**src/rtl/core/ltks_pkg.sv**
```systemverilog
// Package for the light top-k score selector: sizes, constants and shared types.
// Used by every module under rtl/core; depends on nothing.
package ltks_pkg;

  // Table size and derived widths.
  localparam int MaxLights = 8;
  localparam int SlotW     = (MaxLights > 1) ? $clog2(MaxLights) : 1;
  localparam int CntW      = $clog2(MaxLights + 1);
  localparam int OutSlotW  = 3;
  localparam int OutCntW   = 4;

  // Fixed-point widths of the score datapath.
  localparam int PosW  = 24;
  localparam int DiffW = PosW + 1;
  localparam int SqW   = 2 * PosW + 1;
  localparam int DenW  = SqW + 1;
  localparam int NumW  = 51;
  localparam int ScoreW = 32;
  localparam int DivCntW = $clog2(NumW);

  // Filter and weight constants; OneQ16 is Q34.16, WNotImportant is Q0.8.
  localparam logic [15:0] RangeMin   = 16'd12;
  localparam logic [DenW-1:0] OneQ16 = DenW'(65536);
  localparam logic [6:0] WNotImportant = 7'd90;

  // Render mode codes.
  localparam logic [1:0] ModeAuto         = 2'd0;
  localparam logic [1:0] ModeImportant    = 2'd1;
  localparam logic [1:0] ModeNotImportant = 2'd2;

  // Configuration register indexes.
  typedef enum logic [1:0] {
    CfgCameraMask = 2'd0,
    CfgEyeX       = 2'd1,
    CfgEyeY       = 2'd2,
    CfgEyeZ       = 2'd3
  } cfg_idx_e;

  typedef struct packed {
    logic [31:0]     camera_mask;
    logic [PosW-1:0] eye_x;
    logic [PosW-1:0] eye_y;
    logic [PosW-1:0] eye_z;
  } cfg_t;

  // One classified light on its way from the front to the back.
  typedef struct packed {
    logic            start_frame;
    logic            pass;
    logic [15:0]     light_id;
    logic [NumW-1:0] num;
    logic [DenW-1:0] den;
  } job_t;

endpackage

```
**src/rtl/core/ltks_back.sv**
```systemverilog
// Back part of the light selector: divides, scans a full slot table for the
// weakest light, updates the table and holds the result. Depends on ltks_pkg.
module ltks_back (
  input  logic            clk_i,
  input  logic            rst_ni,
  input  logic            empty_i,
  input  ltks_pkg::job_t  job_i,
  output logic            pop_o,
  output logic            out_valid_o,
  input  logic            out_ready_i,
  output logic            accepted_o,
  output logic [2:0]      slot_o,
  output logic            evicted_valid_o,
  output logic [15:0]     evicted_id_o,
  output logic [31:0]     light_score_o,
  output logic [3:0]      light_count_o
);
  import ltks_pkg::*;

  typedef enum logic [2:0] {
    BIdle,
    BDiv,
    BEval,
    BScan,
    BDone
  } state_e;

  state_e state_q;

  logic [CntW-1:0]    count_q;
  logic [NumW-1:0]    num_q;
  logic [DenW-1:0]    den_q;
  logic [DenW-1:0]    rem_q;
  logic [NumW-1:0]    quo_q;
  logic [DivCntW-1:0] bit_q;
  logic [15:0]        id_q;
  logic [ScoreW-1:0]  score_q;
  logic [ScoreW-1:0]  worst_q;
  logic [SlotW-1:0]   idx_q;
  logic [SlotW-1:0]   target_q;
  logic               found_q;
  logic               evict_q;

  logic [ScoreW-1:0] slot_scores_q [MaxLights];
  logic [15:0]       slot_ids_q [MaxLights];

  logic [DenW:0]     rem_sh;
  logic              qbit;
  logic [DenW:0]     rem_sub;
  logic [ScoreW-1:0] score_sat;
  logic              full;
  logic              done_fire;

  // One quotient bit per cycle, restoring.
  assign rem_sh  = {rem_q, num_q[NumW-1]};
  assign qbit    = (rem_sh >= {1'b0, den_q});
  assign rem_sub = rem_sh - {1'b0, den_q};

  assign score_sat = (|quo_q[NumW-1:ScoreW]) ? '1 : quo_q[ScoreW-1:0];
  assign full      = (count_q == CntW'(MaxLights));
  assign pop_o     = (state_q == BIdle) && !empty_i;
  assign done_fire = (state_q == BDone) && (!out_valid_o || out_ready_i);

  // Sequencer, fill count and result register.
  always_ff @(posedge clk_i or negedge rst_ni) begin
    if (!rst_ni) begin
      state_q         <= BIdle;
      count_q         <= '0;
      out_valid_o     <= 1'b0;
      accepted_o      <= 1'b0;
      slot_o          <= '0;
      evicted_valid_o <= 1'b0;
      evicted_id_o    <= '0;
      light_score_o   <= '0;
      light_count_o   <= '0;
    end else begin
      // The result beat stays until taken; a new one replaces it on the same edge.
      if (done_fire) out_valid_o <= 1'b1;
      else if (out_ready_i) out_valid_o <= 1'b0;
      case (state_q)
        BIdle: begin
          if (!empty_i) begin
            if (job_i.start_frame) count_q <= '0;
            state_q <= job_i.pass ? BDiv : BDone;
          end
        end
        BDiv: begin
          if (bit_q == DivCntW'(NumW - 1)) state_q <= BEval;
        end
        BEval: begin
          if (score_sat == '0 || !full) state_q <= BDone;
          else state_q <= BScan;
        end
        BScan: begin
          if (idx_q == SlotW'(MaxLights - 1)) state_q <= BDone;
        end
        BDone: begin
          if (done_fire) begin
            accepted_o      <= found_q;
            slot_o          <= found_q ? OutSlotW'(target_q) : '0;
            evicted_valid_o <= evict_q;
            evicted_id_o    <= evict_q ? slot_ids_q[target_q] : 16'd0;
            light_score_o   <= score_q;
            if (found_q && !evict_q) begin
              count_q       <= count_q + CntW'(1);
              light_count_o <= OutCntW'(count_q + CntW'(1));
            end else begin
              light_count_o <= OutCntW'(count_q);
            end
            state_q <= BIdle;
          end
        end
        default: state_q <= BIdle;
      endcase
    end
  end

  // Divider, scan and table datapath.
  always_ff @(posedge clk_i) begin
    case (state_q)
      BIdle: begin
        num_q   <= job_i.num;
        den_q   <= job_i.den;
        id_q    <= job_i.light_id;
        rem_q   <= '0;
        quo_q   <= '0;
        bit_q   <= '0;
        score_q <= '0;
        found_q <= 1'b0;
        evict_q <= 1'b0;
      end
      BDiv: begin
        rem_q <= qbit ? DenW'(rem_sub) : DenW'(rem_sh);
        quo_q <= {quo_q[NumW-2:0], qbit};
        num_q <= {num_q[NumW-2:0], 1'b0};
        bit_q <= bit_q + DivCntW'(1);
      end
      BEval: begin
        score_q  <= score_sat;
        worst_q  <= score_sat;
        idx_q    <= '0;
        target_q <= SlotW'(count_q);
        found_q  <= (score_sat != '0) && !full;
      end
      BScan: begin
        if (slot_scores_q[idx_q] < worst_q) begin
          worst_q  <= slot_scores_q[idx_q];
          target_q <= idx_q;
          found_q  <= 1'b1;
          evict_q  <= 1'b1;
        end
        idx_q <= idx_q + SlotW'(1);
      end
      BDone: begin
        if (done_fire && found_q) begin
          slot_scores_q[target_q] <= score_q;
          slot_ids_q[target_q]    <= id_q;
        end
      end
      default: begin
      end
    endcase
  end

endmodule

```
**config.mk**
```make
export PLATFORM = sky130hd
export DESIGN_NAME = ltks_back
export DESIGN_NICKNAME = d
export VERILOG_FILES = /design/src/rtl/core/ltks_pkg.sv /design/src/rtl/core/ltks_back.sv
export SDC_FILE = /design/constraint.sdc
export NUM_CORES = 1
export LEC_CHECK = 0
export BUFFER_PORTS_ARGS = -buffer_cell sky130_fd_sc_hd__buf_2
export CELL_PAD_IN_SITES_DETAIL_PLACEMENT = 1
export CELL_PAD_IN_SITES_GLOBAL_PLACEMENT = 1
export CORE_MARGIN = 4
export CORE_UTILIZATION = 54
export DETAILED_ROUTE_END_ITERATION = 16
export PLACE_DENSITY = 0.93
export SLEW_MARGIN = 20
export SYNTH_ARGS = -nofsm -noshare
export SYNTH_HDL_FRONTEND = slang
export SYNTH_SLANG_ARGS = --single-unit
```
**constraint.sdc**
```tcl
create_clock -name clk_i -period 19 [get_ports clk_i]
set_input_delay 1.9 -clock clk_i [delete_from_list [all_inputs] [get_ports clk_i]]
set_output_delay 1.9 -clock clk_i [all_outputs]
set_load 0.05 [all_outputs]
```
# Yosys cells after proc, flatten, opt, wreduce, memory -nomap -nowiden
# Memories as Yosys holds them, arrays and structs flattened. A register that Yosys moved wholly into a read port is not among the register bits.
# Index checks and enable logic that the tools add are counted.
# classes
add_sub_neg,4
order_cmp,2
n_eq_ne,13
n_mux,36
n_reduce_logical,28
# op_table
op,n
51-bit case mux with 2 select lines,2
32-bit case mux with 2 select lines,2
50-bit case mux with 2 select lines,1
32-bit two-way mux,2
51-bit by 50-bit greater-or-equal comparator with 1-bit output,1
50-bit two-way mux,1
50-bit subtractor,1
32-bit zero test,1
32-bit less-than comparator,1
32-bit nonzero test,1
3-bit two-way mux,10
19-bit OR reduction,1
16-bit two-way mux,1
4-bit two-way mux,4
3-bit case mux with 5 select lines,1
"2-bit != test, second input constant",6
3-bit case mux with 2 select lines,2
6-bit case mux with 2 select lines,1
2-bit nonzero test,6
4-bit case mux with 2 select lines,1
2-bit AND reduction,4
4-bit AND reduction,2
"6-bit by 1-bit adder with 6-bit output, second input constant",1
"3-bit by 2-bit equality test with 1-bit output, second input constant",2
14 further kinds,28
# word_totals
ff_bits,361
ram_bits,384
input_bits,123
output_inout_bits,59
elab_cells,106
n_memories,2
# memory_table
memory,depth,word_bits,rd,rd_ports_with_merged_regs,write_ports,line,source
slot_scores_q,8,32,1,1,1,ltks_back.sv:44,logic [ScoreW-1:0] slot_scores_q [MaxLights];
slot_ids_q,8,16,1,1,1,ltks_back.sv:45,logic [15:0] slot_ids_q [MaxLights];

# Logic depth before layout (Yosys ltp)
# logic_depth
word_depth,7
mapped_depth,16
depth_no_buf,13

# Least setup slack after synthesis
# OpenSTA, ideal clock, no wires.
# synth_timing
path_type,input to register
startpoint,input out_ready_i
endpoint,memory slot_ids_q[2][0] (enable)
setup_time_ps,573
t_arrival_ps,7008
required_time_ps,18427
slack_ps,11419
path_stages,4
n_path_buf,1
path_cell_list,nand2b_1 > nand3_1 > clkbuf_1 > nor4_1
# synth_between
elab_chain_cells,6
# synth_rtl
element,line,source
start: declaration,ltks_back.sv:10,"input logic out_ready_i,"
1-bit logical OR,ltks_back.sv:62,assign done_fire = (state_q == BDone) && (!out_valid_o || out_ready_i);
1-bit logical AND,ltks_back.sv:62,
1-bit logical AND,ltks_back.sv:155,if (done_fire && found_q) begin
1-bit two-way mux,ltks_back.sv:155,
1-bit two-way mux,ltks_back.sv:120,case (state_q)
1-bit two-way mux (not written as such),ltks_back.sv:157,slot_ids_q[target_q] <= id_q;
end: declaration,ltks_back.sv:45,
# Every way passes these cells.

==> reports/qor.csv <==
metric,value,unit
fin_hold_ws,477.8,ps
required,19310,ps
yosysWarnings,0,
routabilityCongestion,0.8961,
ys_ff_latch,751,
maxSlewViolCount,0,
grt_max_degree,192,
grt_pass1_wl,139.9,mm
grtUsageTotal,0.2872,
post_drt_wl_per_cell,27.84,um
async_flop_share,0.08655,
nets,2684,
areaGrowthSynthToFinish,13.11,%
fp-row-count,89,
numCtsBuffers,77,
netlist_top_cells_area,"edfxtp_1, mux4_2, dfrtp_1, nand2_1, ha_1",
outcome,completed,
netlist.area_leader.share,0.6242,
drtPass1Iterations,6,
io_pins,182,
fin_skew,28.02,ps
antenna_found_initial,8,
crit_path_start_kind,flip-flop,
post_cts_buffers,0,
hold_violations,0,
ctsLongestPathBuffers,3,
seqPwrFrac,0.421,
finalCritPeriodShare,0.2924,
core_area,0.05946,mm2
synth_cell_types,73,
internal_power,4032,uW
hold_buffers,0,
comb_power_share,0.335,
grt_overflow,0,
yosysTopAreaCell,edfxtp_1,
dpl.hpwl,53.07,mm
start_util,0.5501,
die_w,254.1,um
rsz0062_at_grt,no,
relSlewSlack,0.3110,
leakage,0.01464,uW
dr.first_iter.drc_count,2177,
synth_fp_nets,2517,
worstSetupPathType,flip-flop to flip-flop,
drt-total-wl,92.21,mm
worstPathArrival,5870,ps
drt.antenna.violating_nets,0,
clkPwrFrac,0.244,
tritoncts,done,
die_y,254.1,um
final_layout_size_suffix_gt1_frac,0.1927,
reg2reg_to,worst_q[13]$_DFFE_PP_,
worst-slew-pin-transition,1033,ps
insertion_delay,640,ps
swShare,0.3761,
ctsResizeCount,0,
hp-start,light_score_o[14]$_DFFE_PN0P_,
io_buffers,181,
holdPathStages,2,
drv_cap,0,
min_to,light_score_o[14]$_DFFE_PN0P_,
vias,20830,
root_buffer,clkbuf_16,
max_freq,0.1800,GHz
setup_viol,0,
synth-edff-count,680,
path_max_fanout,35,
avgSynthCellArea,14.19,um2
p_sw,2430,uW
grt_pass1_vias,22760,
synth_area,0.03271,mm2
ir_drop,0.1110,mV
hold_path_class,flip-flop to flip-flop,
clkSlewWorstSetupHoldPaths,70,ps
fin_crit,5556,ps
reg2reg_slack,13440,ps
cts_max_level,3,
powerDensity,174.6,mW/mm2
yosysSeqAreaShare,0.6776,
r2r.worst_path.cells,14,
via_per_inst,6.290,
finalSetupTns,0,ps
cts.sinks,751,
end_kind,flip-flop,
dieArea,0.06458,mm2
ys.flop_type,edfxtp_1,
drc,0,
synth_cells,2306,
stage by stage:
stage / cell area, um2 / std cells / utilization / power, uW / setup WS, ps
2_1_floorplan: 32710 / 2306 / - / 4193 / 11420
3_3_place_gp: 34390 / 3166 / 0.5784 / 4654 / 13780
3_5_place_dp: 34400 / 3166 / 0.5784 / 4830 / 13490
4_1_cts: 36990 / 3309 / 0.6220 / 6473 / 13350
5_1_grt: 37000 / 3311 / 0.6222 / 6771 / 13060
6_report: 37000 / 3312 / 0.6223 / 6463 / 13440
cell usage in the layout (no fill, tap or decap), types with 51 or more instances in the layout:
| cell type | instances |
|---|---|
| o21ai_0 | 62 |
| clkbuf_16 | 79 |
| mux4_2 | 96 |
| nor2_1 | 184 |
| inv_1 | 95 |
| nand2_1 | 338 |
| a21oi_1 | 96 |
| mux2i_1 | 51 |
| ha_1 | 87 |
| edfxtp_1 | 680 |
| and3_1 | 61 |
| dfrtp_1 | 65 |
| buf_2 | 180 |
worst max-delay path, stage by stage (launching register included):
cell      delay (ps)
dfxtp_4          840
buf_4            640
mux4_2           580
mux2_2           310
ha_1             200
a21o_1           180
a21oi_1          220
nor2b_1           70
o21ai_0          220
nand2b_1         100
a21oi_1          160
o41ai_1          150
a41o_1           420
a21oi_4          660
buf_4            400
flip-flops by register name, summed over array words and instances (netlist names), 16 cells and up, named ones only:
name           flops
den_q             50
evicted_id_o      16
id_q              16
light_score_o     32
num_q             51
quo_q             51
rem_q             50
score_q           32
slot_ids_q       128
slot_scores_q    256
worst_q           32
synthesized netlist by cell type (all sizes together), types with 7 or more instances:
master  count
a211oi     16
a21o       39
a21oi      99
a31oi      16
and3       61
buf        34
clkbuf     84
dfrtp      65
edfxtp    680
ha         87
inv        96
mux2       31
mux2i      51
mux4       96
nand2     340
nand2b     13
nand3      21
nand4      27
nor2      191
nor2b      15
nor3       18
nor4       14
o21a        7
o21ai      65
o21bai     11
o22ai      11
xnor2      31
xor2       19
how the worst max path moves through the flow:
stage	from	end	slack, ps	cells past startpoint
after floorplan	out_ready_i	slot_ids_q[2][0]$_DFFE_PP_	11420	4
after global placement	flip-flop	worst_q[24]$_DFFE_PP_	13780	14
after detailed placement	flip-flop	worst_q[29]$_DFFE_PP_	13490	14
after CTS	flip-flop	worst_q[13]$_DFFE_PP_	13350	14
after global routing	flip-flop	worst_q[13]$_DFFE_PP_	13060	14
final	flip-flop	worst_q[13]$_DFFE_PP_	13440	14
power groups by stage:
stage | clock (uW) | sequential, uW | combinational [uW]
global placement | 0 | 2670 | 1980
CTS | 1600 | 2710 | 2160
detailed placement | 0 | 2730 | 2100
global route | 1670 | 2760 | 2340
floorplan | 0 | 2760 | 1430
finish | 1580 | 2720 | 2170
area by class of cell:
cell class                      instances  area [um2]
Antenna cell                            2       5.005
Tap cell                              773       967.2
Sequential cell                       751       22180
Inverter                               97       364.1
Clock inverter                         32       402.9
Fill cell                            5585       22460
Timing Repair Buffer                  206        1112
Multi-Input combinational cell       1340        9789
Clock buffer                          111        2187
logic make-up (layout without fill, tap and decap cells):
logic type	count (synthesis)	in the layout	synth area share
mux	178	178	0.09237
buf+inv	215	446	0.02612
flops	751	751	0.6776
xor+xnor	50	50	0.01339
compound gates	300	300	0.05932
simple gates	724	724	0.09734
other cells	0	2	0
fa+ha+maj	88	88	0.03389
routing by layer:
metal	GRT usage	up-vias	routed length, um
met1	0.3540	10540	34200
met2	0.4977	1101	46960
met3	0.06272	295	7015
met4	0.1183	6	4005
met5	0	-	41
li1	-	8893	-
(Power assumes the default switching activity.)
