`src/rtl/core/ltks_pkg.sv`:
```
// Package for the light top-k score selector: sizes, constants and shared types.
// Used by every module under rtl/core; depends on nothing.
package ltks_pkg;

  // Table size and derived widths.
  localparam int MaxLights = 8;
  localparam int SlotW     = (MaxLights > 1) ? $clog2(MaxLights) : 1;
  localparam int CntW      = $clog2(MaxLights + 1);
  localparam int OutSlotW  = 3;
  localparam int OutCntW   = 4;

  // Fixed-point widths of the score datapath.
  localparam int PosW  = 24;
  localparam int DiffW = PosW + 1;
  localparam int SqW   = 2 * PosW + 1;
  localparam int DenW  = SqW + 1;
  localparam int NumW  = 51;
  localparam int ScoreW = 32;
  localparam int DivCntW = $clog2(NumW);

  // Filter and weight constants; OneQ16 is Q34.16, WNotImportant is Q0.8.
  localparam logic [15:0] RangeMin   = 16'd12;
  localparam logic [DenW-1:0] OneQ16 = DenW'(65536);
  localparam logic [6:0] WNotImportant = 7'd90;

  // Render mode codes.
  localparam logic [1:0] ModeAuto         = 2'd0;
  localparam logic [1:0] ModeImportant    = 2'd1;
  localparam logic [1:0] ModeNotImportant = 2'd2;

  // Configuration register indexes.
  typedef enum logic [1:0] {
    CfgCameraMask = 2'd0,
    CfgEyeX       = 2'd1,
    CfgEyeY       = 2'd2,
    CfgEyeZ       = 2'd3
  } cfg_idx_e;

  typedef struct packed {
    logic [31:0]     camera_mask;
    logic [PosW-1:0] eye_x;
    logic [PosW-1:0] eye_y;
    logic [PosW-1:0] eye_z;
  } cfg_t;

  // One classified light on its way from the front to the back.
  typedef struct packed {
    logic            start_frame;
    logic            pass;
    logic [15:0]     light_id;
    logic [NumW-1:0] num;
    logic [DenW-1:0] den;
  } job_t;

endpackage

```
`src/rtl/core/ltks_queue.sv`:
```
// Two-entry queue between the front and back of the light selector.
// Depends on ltks_pkg for the job type.
module ltks_queue (
  input  logic           clk_i,
  input  logic           rst_ni,
  input  logic           push_i,
  input  ltks_pkg::job_t job_i,
  output logic           full_o,
  input  logic           pop_i,
  output logic           empty_o,
  output ltks_pkg::job_t job_o
);
  import ltks_pkg::*;

  job_t       mem_q [2];
  logic       wr_ptr_q, rd_ptr_q;
  logic [1:0] cnt_q;

  assign full_o  = (cnt_q == 2'd2);
  assign empty_o = (cnt_q == 2'd0);
  assign job_o   = mem_q[rd_ptr_q];

  // Pointers and fill level.
  always_ff @(posedge clk_i or negedge rst_ni) begin
    if (!rst_ni) begin
      wr_ptr_q <= 1'b0;
      rd_ptr_q <= 1'b0;
      cnt_q    <= 2'd0;
    end else begin
      if (push_i) wr_ptr_q <= ~wr_ptr_q;
      if (pop_i)  rd_ptr_q <= ~rd_ptr_q;
      case ({push_i, pop_i})
        2'b10:   cnt_q <= cnt_q + 2'd1;
        2'b01:   cnt_q <= cnt_q - 2'd1;
        default: cnt_q <= cnt_q;
      endcase
    end
  end

  // Storage.
  always_ff @(posedge clk_i) begin
    if (push_i) mem_q[wr_ptr_q] <= job_i;
  end

endmodule

```
`config.mk`:
```
export PLATFORM = sky130hd
export DESIGN_NAME = ltks_queue
export DESIGN_NICKNAME = d
export VERILOG_FILES = /design/src/rtl/core/ltks_pkg.sv /design/src/rtl/core/ltks_queue.sv
export SDC_FILE = /design/constraint.sdc
export NUM_CORES = 1
export LEC_CHECK = 0
export ABC_AREA = 1
export BUFFER_PORTS_ARGS = -buffer_cell sky130_fd_sc_hd__buf_2
export CAP_MARGIN = 20
export CORE_ASPECT_RATIO = 1.25
export CORE_MARGIN = 4
export CORE_UTILIZATION = 56
export CTS_BUF_LIST = sky130_fd_sc_hd__clkbuf_4 sky130_fd_sc_hd__clkbuf_8 sky130_fd_sc_hd__clkbuf_16
export DETAILED_ROUTE_END_ITERATION = 16
export GPL_TIMING_DRIVEN = 0
export PLACE_DENSITY = 0.93
export SLEW_MARGIN = 0
export SYNTH_ARGS = -nofsm -noshare
export SYNTH_HDL_FRONTEND = slang
export SYNTH_SLANG_ARGS = --single-unit
```
`constraint.sdc`:
```
create_clock -name clk_i -period 11.7 [get_ports clk_i]
set_input_delay 0.585 -clock clk_i [delete_from_list [all_inputs] [get_ports clk_i]]
set_output_delay 0.585 -clock clk_i [all_outputs]
set_load 0.01 [all_outputs]
```
* Yosys cells after proc, flatten, opt, wreduce, memory -nomap -nowiden
Memory sizes are Yosys's and may differ from the RTL's. Index checks and enable logic that the tools add are counted.
Storage, ports and cells: register bits 4, memory bits (writable) 238, input port bits 123, output and inout bits 121, logic and storage cells 16, memories 1
Memory list:
- mem_q | words 2, bits a word 119, rd ports 1, clocked after Yosys merged registers in 0, write ports 1, line ltks_queue.sv:15 | job_t mem_q [2];
Operators by class: add/sub/neg operators 2, equality and inequality tests 3, muxes and demuxes 3, bitwise gates (word level) 2, reduce and logical (&&, ||, !) cells 2
Operator list (number):
- $eq 2x2->1 const B | 2
- $pmux 2 s2 | 1
- $add 2x1->2 const B | 1
- $eq 2x1->1 const B | 1
- $logic_not 2->1 | 1
- $mux 1 | 2
- $not 1->1 | 2
- $reduce_bool 2->1 | 1
- $sub 2x1->2 const B | 1

* Depth between registers and ports, before layout
Gate-level depths: netlist of the first run.
depth in word-level cells 2, gate-level depth with buffers 7, mapped depth without buffers 7

* Worst setup path after synthesis of the first run
Ideal clock, no wire load.
path kind input to register, start input port push_i, end memory mem_q[0][0] in the netlist's numbering (enable), setup time 0.602 ns, data arrival time 5.628 ns, required time 11.098 ns, setup slack 5.470 ns, stages 2, path buffers 0, cell sequence inv_1 -> nor2_1
On the way: longest elaborated chain between the ends 2
RTL lines:
- from (decl) | line ltks_queue.sv:6 | input logic push_i,
- $mux 1 | line ltks_queue.sv:42 | if (push_i) mem_q[wr_ptr_q] <= job_i;
- $mux 1 (implied by the code) | line ltks_queue.sv:42
- to (decl) | line ltks_queue.sv:15
Every way passes these cells.

==> results of run 1 <==
## state kept, by name (all words and copies together) (netlist names)
| signal | flops |
|---|---|
| cnt_q | 2 |
| wr_ptr_q | 1 |
| rd_ptr_q | 1 |
| mem_q | 238 |
## cell type report
type	instances	area, sq um	share of cell area
tap	212	265	0.0234
antenna	3	7.51	0.000661
clock buffer	28	596	0.0524
clock inverter	11	166	0.0146
buffer	26	160	0.0141
multi-input combinational	252	1130	0.0995
sequential	242	7250	0.638
timing repair buffer	248	1310	0.116
inverter	125	474	0.0417
## where the power goes
part / switching (mW) / internal [mW] / leakage, nW
clock network: 0.289 / 0.450 / 0.377
logic: 0.557 / 0.294 / 2.26
registers: 0.0443 / 1.15 / 2.28
## per-stage QoR
stage               instance area [sq um]  cells  total power, mW
global route                        11400   1145             2.93
global placement                    10500   1100             2.05
floorplan                            9000    645             1.68
detailed placement                  10600   1104             2.06
CTS                                 11400   1144             2.80
finish                              11400   1147             2.78
## cell usage after synthesis
library cell,n
xor2_1,2
nand4_1,1
ha_1,1
dfrtp_1,4
nor2_1,3
buf_4,13
buf_2,11
xnor2_1,1
edfxtp_1,238
inv_1,125
nand2_1,124
clkbuf_1,2
nand3_1,1
o21ai_0,119
## per-layer routing
metal / vias to the layer above / track usage / wire length [um]
li1: 2729 / - / -
met1: 2651 / 0.227 / 6650
met2: 225 / 0.381 / 10300
met3: 64 / 0.0461 / 1430
met4: 8 / 0.0863 / 822
met5: - / 0 / 51
## logic make-up after synthesis
family | Yosys count | share of synthesized area
AOI/OAI and AO/OA | 119 | 0.0662
and+or+nand+nor | 129 | 0.0542
xor gates and xnor gates | 3 | 0.00292
adders and majority gates | 1 | 0.00139
buffers and inverters | 151 | 0.0699
DFF | 242 | 0.805
## how the worst max path moves through the flow
stage / endpoint / cells after the start / slack, ns / start
detailed placement: mem_q[0][40] / 5 / 9.38 / push_i
CTS: job_o[61] / 4 / 9.22 / rd_ptr_q
floorplan: mem_q[0][0] / 2 / 5.47 / push_i
global placement: mem_q[0][50] / 3 / 3.02 / push_i
finish: job_o[44] / 4 / 9.20 / rd_ptr_q
global route: job_o[63] / 4 / 9.14 / rd_ptr_q
==> run_results.csv, run 1 <==
group,metric,value,unit
setup_path,critical_path.cell_chain,"buf_2, buf_2, o21ai_0, buf_2",
run,max_cap_viol_count,0,
cells_and_area,fin_nets,1041,
sta,layout_min_cycle_time,2.50,ns
setup_path,worst-path-buf-inv,3,
cells_and_area,mostFrequentLayoutCell,"buf_2",
clock_tree,cts_buffers,22,
min_path,min-delay-path-class,"in2reg",
clock_tree,insertion_delay,0.50,ns
pwr,vdd_ir_drop_max,185,uV
min_path,min_path_cells,1,
min_path,worstHoldEndpoint,"mem_q[1][48]",
global_routing,antenna_found_initial,5,
place,dp_slack,9.38,ns
clock_tree,cts_resized,0,
place,dpl.hpwl,13400,um
setup_path,path_common_cell,"buf_2",
floorplanning,initial_utilization,0.573,
setup_path,cp_top_family,"buffers and inverters",
global_routing,grt_max_degree,64,
floorplanning,row_count,51,
clock_tree,ctsHoldBuffers,1,
setup_path,reg2regPathDepth,3,
sta,worstMarginPinSlew,0.819,ns
sta,relSlewSlack,0.453,
drt,via_count,5677,
logic_synthesis,synthCells,645,
global_routing,grt_pass1_vias,5767,
sta,final.setup.worst_slack,9.20,ns
clock_tree,ctsHtreeMaxLevel,1,
sta,grt_setup_unrepaired,"no",
run_status,status,"finished clean",
sta,finalCritPeriodShare,0.214,
sta,hold_slack,0.267,ns
clock_tree,postCtsSetupRepairBufs,0,
logic_synthesis,ys_seq_area_frac,0.805,
logic_synthesis,yosys.area.top_type_share,0.794,
sta,maxSlewViolCount,0,
clock_tree,cts_buffer_depth,3,
drt,wire_per_inst,16.8,um
setup_path,cp_max_fo,10,
min_path,hp-start,"job_i[48]",
cells_and_area,drive_gt1_frac,0.333,
floorplanning,die_y,150,um
cells_and_area,final_cell_mix,"254 x buf_2, 238 x edfxtp_1, 124 x inv_1, 124 x nand2_1, 119 x o21ai_0",
floorplanning,pin_count,244,
setup_path,cp-end-kind,"primary output",
setup_path,cpMaxStageDelayCell,"dfrtp_1",
setup_path,critPathMaxStageDelay,0.43,ns
pwr,power.density,245,mW/mm^2
floorplanning,dieArea,0.0182,sq mm
setup_path,arrival,1.92,ns
floorplanning,core,0.0157,sq mm
setup_path,crit_required,11.12,ns
logic_synthesis,synth.area.top_cells,"edfxtp_1 79%, o21ai_0 6.6%, inv_1 5.2%",
sta,hold_violations,0,
clock_tree,cts-root-buf,"clkbuf_16",
logic_synthesis,synth_area,0.00900,sq mm
place,io_buffers,243,
sta,setup_violations,0,
sta,skew,0.0120,ns
drt,wirelength,19300,um
logic_synthesis,yosys.cell_types.count,14,
cells_and_area,fill_cells,993,
clock_tree,cts_tree,"built",
floorplanning,die_w,121,um
drt,viasPerCell,4.95,
global_routing,gr-total-overflow,0,
logic_synthesis,ys_ff_latch,242,
logic_synthesis,avgSynthCellArea,14.0,sq um
logic_synthesis,syn-num-nets,769,
setup_path,start_kind,"flop",
drt,ant_nets,0,
drt,first_pass_iters,5,
global_routing,grt_usage,0.206,
cells_and_area,fin_util,0.724,
sta,fmax,400,MHz
clock_tree,path_clk_slew,0.06,ns
cells_and_area,area_growth,26.2,%
setup_path,crit_type,"reg2out",
setup_path,rr_startpoint,"wr_ptr_q",
pwr,leakagePower,4.92,nW
logic_synthesis,ys_warn_count,0,
place,place.gp.congestion,0.801,
clock_tree,cts.sinks,242,
sta,tns,0,ns
setup_path,r2r_setup_slack,9.72,ns
global_routing,grt_pass1_wl,29200,um
drt,drc,0,
setup_path,rr_endpoint,"mem_q[0][50]",
drt,drt_iter0_drc,369,
logic_synthesis,synth_top_area_cell,"edfxtp_1",
Note: power is estimated with default switching activity, not from simulation.
==> run 2, diff against run 1 <==
--- a/config.mk
+++ b/config.mk
@@ -10,11 +10,11 @@
 export CAP_MARGIN = 20
 export CORE_ASPECT_RATIO = 1.25
 export CORE_MARGIN = 4
-export CORE_UTILIZATION = 56
+export CORE_UTILIZATION = 47
 export CTS_BUF_LIST = sky130_fd_sc_hd__clkbuf_4 sky130_fd_sc_hd__clkbuf_8 sky130_fd_sc_hd__clkbuf_16
 export DETAILED_ROUTE_END_ITERATION = 16
 export GPL_TIMING_DRIVEN = 0
-export PLACE_DENSITY = 0.93
+export PLACE_DENSITY = 0.85
 export SLEW_MARGIN = 0
 export SYNTH_ARGS = -nofsm -noshare
 export SYNTH_HDL_FRONTEND = slang
==> constraint.sdc (replaced) <==
create_clock -name clk_i -period 2.1 [get_ports clk_i]
set_input_delay 0.105 -clock clk_i [delete_from_list [all_inputs] [get_ports clk_i]]
set_output_delay 0.105 -clock clk_i [all_outputs]
set_load 0.01 [all_outputs]
==> run_results.csv, run 2 (synthesis gave the netlist of run 1 again) <==
group,metric,value,unit
cells_and_area,regMostFlops,"mem_q",
pwr,power.density,1260,mW/mm^2
setup_path,crit_required,2.00,ns
sta,relSlewSlack,0.467,
cells_and_area,mostFrequentLayoutCell,"buf_2",
sta,fmax,491,MHz
setup_path,start_kind,"flop",
floorplanning,initial_utilization,0.479,
min_path,hp-start,"job_i[95]",
clock_tree,cts_buffer_depth,3,
drt,viasPerCell,4.81,
floorplanning,core,0.0188,sq mm
global_routing,grt_pass1_wl,35300,um
sta,maxSlewViolCount,0,
drt,first_pass_iters,4,
drt,via_count,6226,
clock_tree,cts.sinks,242,
run_status,status,"finished clean",
setup_path,arrival,1.93,ns
sta,worstMarginPinSlew,0.797,ns
clock_tree,insertion_delay,0.50,ns
cells_and_area,largest_reg_flops,238,
global_routing,grt_usage,0.209,
global_routing,gr-total-overflow,0,
drt,wirelength,22500,um
drt,drc,0,
setup_path,reg2regPathDepth,3,
setup_path,path_common_cell,"buf_2",
setup_path,cp_top_family,"buffers and inverters",
global_routing,grt_max_degree,38,
min_path,min_path_cells,2,
cells_and_area,drive_gt1_frac,0.294,
pwr,vdd_ir_drop_max,1100,uV
setup_path,r2r_setup_slack,0.15,ns
drt,drt_iter0_drc,420,
place,place.gp.congestion,0.794,
floorplanning,row_count,56,
clock_tree,path_clk_slew,0.06,ns
sta,hold_violations,0,
setup_path,cp-end-kind,"primary output",
sta,grt_setup_unrepaired,"no",
setup_path,crit_type,"reg2out",
setup_path,worst-path-buf-inv,3,
place,dpl.hpwl,13600,um
run,max_cap_viol_count,0,
drt,wire_per_inst,17.4,um
setup_path,rr_endpoint,"mem_q[0][49]",
drt,ant_nets,0,
global_routing,grt_pass1_vias,6733,
cells_and_area,fin_util,0.673,
global_routing,antenna_found_initial,4,
clock_tree,cts_buffers,23,
min_path,worstHoldEndpoint,"mem_q[1][95]",
place,dp_slack,0.148,ns
setup_path,rr_startpoint,"wr_ptr_q",
setup_path,critPathMaxStageDelay,0.44,ns
sta,layout_min_cycle_time,2.04,ns
clock_tree,ctsHtreeMaxLevel,1,
floorplanning,dieArea,0.0214,sq mm
cells_and_area,final_cell_mix,"253 x buf_2, 238 x edfxtp_1, 124 x inv_1",
floorplanning,die_w,132,um
cells_and_area,reg.largest.list,"mem_q (238), cnt_q (2)",
setup_path,cp_max_fo,10,
floorplanning,die_y,163,um
sta,setup_violations,0,
pwr,leakagePower,5.43,nW
sta,skew,0.0131,ns
sta,final.setup.worst_slack,0.0646,ns
place,io_buffers,243,
cells_and_area,area_growth,40.5,%
sta,finalCritPeriodShare,0.969,
floorplanning,pin_count,244,
setup_path,critical_path.cell_chain,"clkbuf_4, buf_2, o21ai_0, buf_2",
pwr,power.total,15.9,mW
min_path,min-delay-path-class,"in2reg",
clock_tree,cts-root-buf,"clkbuf_16",
cells_and_area,fin_nets,1166,
clock_tree,cts_tree,"built",
setup_path,cpMaxStageDelayCell,"dfrtp_1",
==> run 2: worst max path at each step <==
stage	depth (start not counted)	startpoint	endpoint	slack, ns
after floorplan	2	wr_ptr_q	mem_q[1][0]	-0.54
after global placement	2	wr_ptr_q	mem_q[1][26]	-1.48
after detailed placement	3	wr_ptr_q	mem_q[0][33]	0.15
after CTS	4	rd_ptr_q	job_o[49]	0.06
after global routing	4	rd_ptr_q	job_o[102]	0.006
final	4	rd_ptr_q	job_o[102]	0.06
==> run 2: layout make-up <==
type                       count  area [sq um]
clock buffer                  27           606
timing repair buffer         372          2570
inverter                     125           473
clock inverter                15           154
tap                          232           290
antenna                        4          10.0
sequential                   242          7250
buffer                        26           163
fill                        1220          6140
multi-input combinational    252          1130
==> run 2: timing repair <==
action / in CTS / in global routing
gates resized for setup: 0 / 2
hold buffers: 123 / 0
setup endpoints to repair: 0 / 16
setup buffers: 0 / 0
hold endpoints to repair: 245 / 0
==> run 2: routing by layer <==
metal,track usage,part of all wire,up-vias
met4,0.0946,0.041,0
met1,0.220,0.34,2964
met2,0.399,0.56,225
li1,-,-,2978
met3,0.0460,0.058,59
met5,0,0,-
==> run 2: per-stage QoR <==
step / hold WS, ns / std cells / instance area, sq um / TNS, ns
2_1_floorplan: -0.191 / 645 / 9010 / -124.41
3_3_place_gp: -0.0846 / 1120 / 10500 / -334.57
3_5_place_dp: -0.0819 / 1126 / 10600 / 0
4_1_cts: 0.297 / 1291 / 12600 / 0
5_1_grt: 0.309 / 1294 / 12600 / 0
6_report: 0.320 / 1295 / 12600 / 0
==> run 2: power by group <==
part / switching [mW] / internal, mW
clock network: 1.69 / 2.44
logic: 3.26 / 1.83
registers: 0.260 / 6.40
